File: src/rtl/hsg_pkg.sv
// ----------------------------------------------------------------------------
// hsg_pkg: shared types and constants of the hypotrochoid segment generator
// Holds field widths, configuration register indexes, divider handshake
// structs and the elaboration-time builder of the Q1.15 sine table.
// ----------------------------------------------------------------------------
package hsg_pkg;

    localparam int TRIG_FRAC_BITS = 15;
    localparam int COORD_BITS     = 14;
    localparam int STEP_LIMIT     = 36000;
    localparam int NUM_ANGLES     = 360;
    localparam int QUARTER_TURN   = 90;
    localparam int HALF_TURN      = 180;

    localparam int ANGLE_W    = 9;
    localparam int TRIG_W     = TRIG_FRAC_BITS + 1;
    localparam int STEP_W     = 32;
    localparam int CX_W       = 12;
    localparam int R_W        = 11;
    localparam int RIN_W      = 12;
    localparam int D_W        = 10;
    localparam int RR_W       = 13;
    localparam int EXACT_W    = 30;
    localparam int PROD_W     = R_W + STEP_W;
    localparam int DIV_W      = RIN_W;
    localparam int DIV_CNT_W  = $clog2(PROD_W);
    localparam int OUT_W      = 14;
    localparam int CFG_IDX_W  = 3;
    localparam int CFG_DATA_W = 12;

    // Q2.30 radians per degree
    localparam longint unsigned RAD_PER_DEG_Q30 = 64'd18740330;

    // reciprocals giving exact floor division of a 32-bit value by each
    // taylor divisor (2k)(2k+1)
    localparam int          RECIP_SHIFT    = 40;
    localparam logic [63:0] TAYLOR_RECIP_1 = ((64'd1 << RECIP_SHIFT) + 64'd5) / 64'd6;
    localparam logic [63:0] TAYLOR_RECIP_2 = ((64'd1 << RECIP_SHIFT) + 64'd19) / 64'd20;
    localparam logic [63:0] TAYLOR_RECIP_3 = ((64'd1 << RECIP_SHIFT) + 64'd41) / 64'd42;
    localparam logic [63:0] TAYLOR_RECIP_4 = ((64'd1 << RECIP_SHIFT) + 64'd71) / 64'd72;
    localparam logic [63:0] TAYLOR_RECIP_5 = ((64'd1 << RECIP_SHIFT) + 64'd109) / 64'd110;
    localparam logic [63:0] TAYLOR_RECIP_6 = ((64'd1 << RECIP_SHIFT) + 64'd155) / 64'd156;
    localparam logic [63:0] TAYLOR_RECIP_7 = ((64'd1 << RECIP_SHIFT) + 64'd209) / 64'd210;

    // configuration register indexes
    localparam logic [CFG_IDX_W-1:0] CFG_CENTRE_X     = 3'd0;
    localparam logic [CFG_IDX_W-1:0] CFG_CENTRE_Y     = 3'd1;
    localparam logic [CFG_IDX_W-1:0] CFG_OUTER_RADIUS = 3'd2;
    localparam logic [CFG_IDX_W-1:0] CFG_INNER_RADIUS = 3'd3;
    localparam logic [CFG_IDX_W-1:0] CFG_PEN_DISTANCE = 3'd4;
    localparam logic [CFG_IDX_W-1:0] CFG_ALWAYS_FIN   = 3'd5;

    typedef logic signed [TRIG_W-1:0]  t_trig;
    typedef t_trig [NUM_ANGLES-1:0]    t_sine_rom;
    typedef logic [ANGLE_W-1:0]        t_angle;
    typedef logic signed [EXACT_W-1:0] t_exact;
    typedef logic signed [OUT_W-1:0]   t_coord;

    typedef struct packed {
        logic start;
        logic neg;
    } t_div_ctrl;

    typedef struct packed {
        logic   done;
        t_angle qmod;
    } t_div_stat;

    // integer taylor series per degree of the first quadrant, mirrored
    function automatic t_sine_rom build_sine_rom();
        t_sine_rom         tbl;
        longint unsigned   x;
        longint unsigned   x2;
        longint unsigned   term;
        logic [63:0]       recip;
        logic [127:0]      wide;
        longint            sum;
        longint            v;
        longint            top;
        tbl = '0;
        top = (64'sd1 <<< TRIG_FRAC_BITS) - 64'sd1;
        for (int a = 0; a <= QUARTER_TURN; a++) begin
            x    = longint'(a) * RAD_PER_DEG_Q30;
            x2   = (x * x) >> 30;
            term = x;
            sum  = longint'(x);
            for (int k = 1; k <= 7; k++) begin
                case (k)
                    1:       recip = TAYLOR_RECIP_1;
                    2:       recip = TAYLOR_RECIP_2;
                    3:       recip = TAYLOR_RECIP_3;
                    4:       recip = TAYLOR_RECIP_4;
                    5:       recip = TAYLOR_RECIP_5;
                    6:       recip = TAYLOR_RECIP_6;
                    default: recip = TAYLOR_RECIP_7;
                endcase
                wide = 128'((term * x2) >> 30) * 128'(recip);
                term = 64'(wide >> RECIP_SHIFT);
                if ((k % 2) == 1) begin
                    sum = sum - longint'(term);
                end else begin
                    sum = sum + longint'(term);
                end
            end
            if (sum < 0) begin
                sum = 0;
            end
            v = (sum + (64'sd1 <<< (29 - TRIG_FRAC_BITS))) >>> (30 - TRIG_FRAC_BITS);
            if (v > top) begin
                v = top;
            end
            tbl[a]             = v[TRIG_W-1:0];
            tbl[HALF_TURN - a] = v[TRIG_W-1:0];
            if (a != 0) begin
                tbl[NUM_ANGLES - a] = t_trig'(-v);
                tbl[HALF_TURN + a]  = t_trig'(-v);
            end
        end
        tbl[HALF_TURN] = '0;
        return tbl;
    endfunction

    localparam t_sine_rom SINE_ROM = build_sine_rom();

endpackage

File: src/rtl/hsg_div_mod.sv
// ----------------------------------------------------------------------------
// hsg_div_mod: bit-serial divider with quotient modulo 360
// Restoring division of an unsigned dividend by an unsigned divisor, one
// quotient bit per cycle. Only the quotient modulo 360 is kept, with the
// sign of a truncating signed division applied at the end.
// ----------------------------------------------------------------------------
module hsg_div_mod import hsg_pkg::*; (
    input  logic              i_clk,
    input  logic              i_rst_n,
    input  t_div_ctrl         i_ctrl,
    input  logic [PROD_W-1:0] i_dividend,
    input  logic [DIV_W-1:0]  i_divisor,
    output t_div_stat         o_stat
);

    logic [PROD_W-1:0]    r_num;
    logic [DIV_W-1:0]     r_rem;
    logic [DIV_W-1:0]     r_div;
    t_angle               r_qm;
    logic [DIV_CNT_W-1:0] r_cnt;
    logic                 r_busy;
    logic                 r_done;
    logic                 r_neg;

    logic [DIV_W:0]       w_shift;
    logic                 w_ge;
    logic [DIV_W:0]       w_rem;
    logic [ANGLE_W:0]     w_qm2;
    t_angle               w_qm;

    always_comb begin
        w_shift = {r_rem, r_num[PROD_W-1]};
        w_ge    = (w_shift >= {1'b0, r_div});
        w_rem   = w_ge ? (w_shift - {1'b0, r_div}) : w_shift;
        // quotient doubles and takes the new bit, kept below 360
        w_qm2   = {r_qm, 1'b0} + {{ANGLE_W{1'b0}}, w_ge};
        if (w_qm2 >= (ANGLE_W + 1)'(NUM_ANGLES)) begin
            w_qm = ANGLE_W'(w_qm2 - (ANGLE_W + 1)'(NUM_ANGLES));
        end else begin
            w_qm = w_qm2[ANGLE_W-1:0];
        end
    end

    always_ff @(posedge i_clk) begin
        if (!i_rst_n) begin
            r_busy <= 1'b0;
            r_done <= 1'b0;
            r_cnt  <= '0;
        end else begin
            r_done <= 1'b0;
            if (i_ctrl.start) begin
                r_num  <= i_dividend;
                r_div  <= i_divisor;
                r_neg  <= i_ctrl.neg;
                r_rem  <= '0;
                r_qm   <= '0;
                r_cnt  <= DIV_CNT_W'(PROD_W - 1);
                r_busy <= 1'b1;
            end else if (r_busy) begin
                r_num <= {r_num[PROD_W-2:0], 1'b0};
                r_rem <= w_rem[DIV_W-1:0];
                r_qm  <= w_qm;
                if (r_cnt == '0) begin
                    r_busy <= 1'b0;
                    r_done <= 1'b1;
                end else begin
                    r_cnt <= r_cnt - DIV_CNT_W'(1);
                end
            end
        end
    end

    assign o_stat.done = r_done;
    assign o_stat.qmod = (r_neg && (r_qm != '0)) ? (ANGLE_W'(NUM_ANGLES) - r_qm) : r_qm;

endmodule

File: config.mk
export PLATFORM = sky130hd
export DESIGN_NAME = hsg_div_mod
export DESIGN_NICKNAME = d
export VERILOG_FILES = /design/src/rtl/hsg_pkg.sv /design/src/rtl/hsg_div_mod.sv
export SDC_FILE = /design/constraint.sdc
export NUM_CORES = 1
export LEC_CHECK = 0
export ABC_AREA = 1
export BUFFER_PORTS_ARGS = -buffer_cell sky130_fd_sc_hd__buf_2
export CELL_PAD_IN_SITES_DETAIL_PLACEMENT = 0
export CELL_PAD_IN_SITES_GLOBAL_PLACEMENT = 1
export CORE_MARGIN = 2
export CORE_UTILIZATION = 40
export CTS_CLUSTER_SIZE = 10
export DETAILED_ROUTE_END_ITERATION = 10
export GPL_ROUTABILITY_DRIVEN = 0
export GPL_TIMING_DRIVEN = 0
export PLACE_DENSITY = 0.8
export RECOVER_POWER = 100
export SLEW_MARGIN = 40
export SYNTH_ARGS = -nofsm -noshare
export SYNTH_HDL_FRONTEND = slang
export SYNTH_SLANG_ARGS = --single-unit
File: constraint.sdc
create_clock -name i_clk -period 7 [get_ports i_clk]
set_input_delay 0.35 -clock i_clk [delete_from_list [all_inputs] [get_ports i_clk]]
set_output_delay 0.35 -clock i_clk [all_outputs]
set_load 0.01 [all_outputs]
==> results.tsv <==
metric	value	unit
grt_antenna_before_repair	0	
fp.dieH	112	um
post-dp-hpwl	7.14	mm
grt_usage	0.163	
wl	9.50	mm
pin_count	69	
holdWs	183	ps
synth_warnings	0	
fmax	0.299	GHz
cts.path.max_buffers	2	
hold_class	primary input to flop	
post_cts_buffers	0	
synth_top_area_share	0.496	
yosysSeqAreaShare	0.530	
max-vdd-ir-drop	0.149	mV
p_per_area	239	mW/mm2
outcome	complete, no violations	
cts_buffers	9	
yosys.area.top_type	edfxtp_1	
rows	39	
syn_inst	556	
postCtsHoldBufs	0	
yosys_register_bits	85	
drv_cap	0	
route.detailed.drc	0	
finalClockSkew	7.73	ps
tns	0	ps
power_leakage	2.59	nW
synthTopCellsByArea	edfxtp_1 50%, nand2_1 19%, inv_1 5.1%	
initialDrtViolationCount	166	
synth-main-ff-cell	edfxtp_1	
worst_pin_slew	987	ps
synth_area_per_cell	8.38	um2
startpoint_type	primary input	
required	6960	ps
timing.final.crit_share	0.478	
gr-total-overflow	0	
wire_per_inst	12.1	um
via_per_inst	4.72	
core_area	0.0114	mm2
clk_latency	340	ps
cts_tree	yes	
synth_area	0.00466	mm2
cts_num_sinks	85	
setup_viol	0	
numPortBuffers	67	
grt_max_degree	19	
antennaDiodeCount	0	
first_global_vias	3690	
critPathCaptureType	flop	
fin_crit	3350	ps
antenna_left	0	
crit_arrival	3310	ps
vias	3710	
rsz0062_at_grt	false	
synthArstFlopShare	0	
slew_headroom	0.342	
layout.nets	714	
final_hold_viol_count	0	
maxSlewViolCount	0	
htreeDepth	3	
drive_above_1_share	0.131	
clk_pin_slew	60	ps
die_w	112	um
clock-root-buffer	clkbuf_16	
synth_cell_type_count	31	
synth_edf_count	77	
syn-num-nets	632	
cp_max_fo	18	
fillers	1194	
crit_type	primary input to flop	
die_area	0.0125	mm2
synthTopCellsByCount	238 x nand2_1, 77 x edfxtp_1, 63 x inv_1, 45 x nor2_1, 17 x nand3_1	
post_cts_resized	0	
dr.pass1.iters	6	
start_util	0.408	
yosysMostFrequentCell	nand2_1	
synthToLayoutAreaGrowth	16.0	%
grt_pass1_wl	16.4	mm
[routing by layer]
metal,track usage,routed length (um)
met1,0.206,4490
met2,0.274,4480
met3,0.0338,364
met4,0.0634,163
met5,0,0
[worst max-delay path, stage by stage]
cell	delay, ps
clkbuf_1	290
clkinv_1	280
clkbuf_1	280
a21oi_1	520
clkbuf_1	760
clkbuf_1	810
[metrics by stage]
| stage | total power [mW] | utilization | cell area (um2) | cells | worst slack, ps |
|---|---|---|---|---|---|
| 2_1_floorplan | 0.809 | - | 4660 | 556 | 2540 |
| 3_3_place_gp | 0.876 | 0.453 | 5180 | 766 | 972 |
| 3_5_place_dp | 0.885 | 0.460 | 5250 | 770 | 4820 |
| 4_1_cts | 1.32 | 0.482 | 5510 | 786 | 4530 |
| 5_1_grt | 1.37 | 0.474 | 5410 | 786 | 3270 |
| 6_report | 1.29 | 0.474 | 5410 | 786 | 3650 |
[layout make-up]
type	count	area, um2	area share
flip-flops and latches	85	2470	0.457
multi-input cells	386	1830	0.339
repair buffers	71	338	0.0624
inverters	69	259	0.0479
clock buffers	12	236	0.0437
well taps	143	179	0.0331
plain buffers	16	67.6	0.0125
clock inverters	4	25.0	0.00463
[registers in the layout (all words and copies together) (netlist names)]
register	flops
r_done	1
r_rem	12
r_neg	1
r_num	43
r_busy	1
r_div	12
r_qm	9
r_cnt	6
[cell usage in the layout, fill, tap and decap left out, types with 8 or more instances in the layout]
| cell | Yosys | layout |
|---|---|---|
| a21oi_1 | 15 | 15 |
| buf_2 | 1 | 57 |
| clkbuf_1 | 11 | 31 |
| clkbuf_16 | 0 | 9 |
| dfxtp_1 | 8 | 8 |
| edfxtp_1 | 77 | 77 |
| ha_1 | 16 | 16 |
| inv_1 | 63 | 66 |
| nand2_1 | 238 | 238 |
| nand3_1 | 17 | 18 |
| nand4_1 | 11 | 11 |
| nor2_1 | 45 | 45 |
| xor2_1 | 10 | 10 |
[kinds of logic (layout without fill, tap and decap cells)]
logic type,Yosys count,in the layout,synth area share
flip-flops,85,85,0.530
AO/OA/AOI/OAI,23,23,0.0298
XOR/XNOR,14,14,0.0263
AND/OR/NAND/NOR,332,332,0.294
adder cells (fa/ha/maj),17,17,0.0472
buffers and inverters,85,172,0.0727
[where the power goes]
part / leakage, nW / internal, mW / switching [mW]
registers: 0.807 / 0.602 / 0.0173
clock network: 0.123 / 0.240 / 0.194
logic: 1.66 / 0.0887 / 0.153
total: 2.59 / 0.930 / 0.363
[final timing paths]
| check | startpoint | end | slack [ps] | cells past startpoint |
|---|---|---|---|---|
| max | i_ctrl[1] | r_rem[8] | 3650 | 6 |
| min | i_divisor[5] | r_div[5] | 180 | 1 |
| max reg2reg | r_busy | r_rem[8] | 4140 | 4 |
| min reg2reg | r_cnt[0] | r_cnt[0] | 490 | 1 |
No activity file was read; power rests on OpenSTA's default activity.
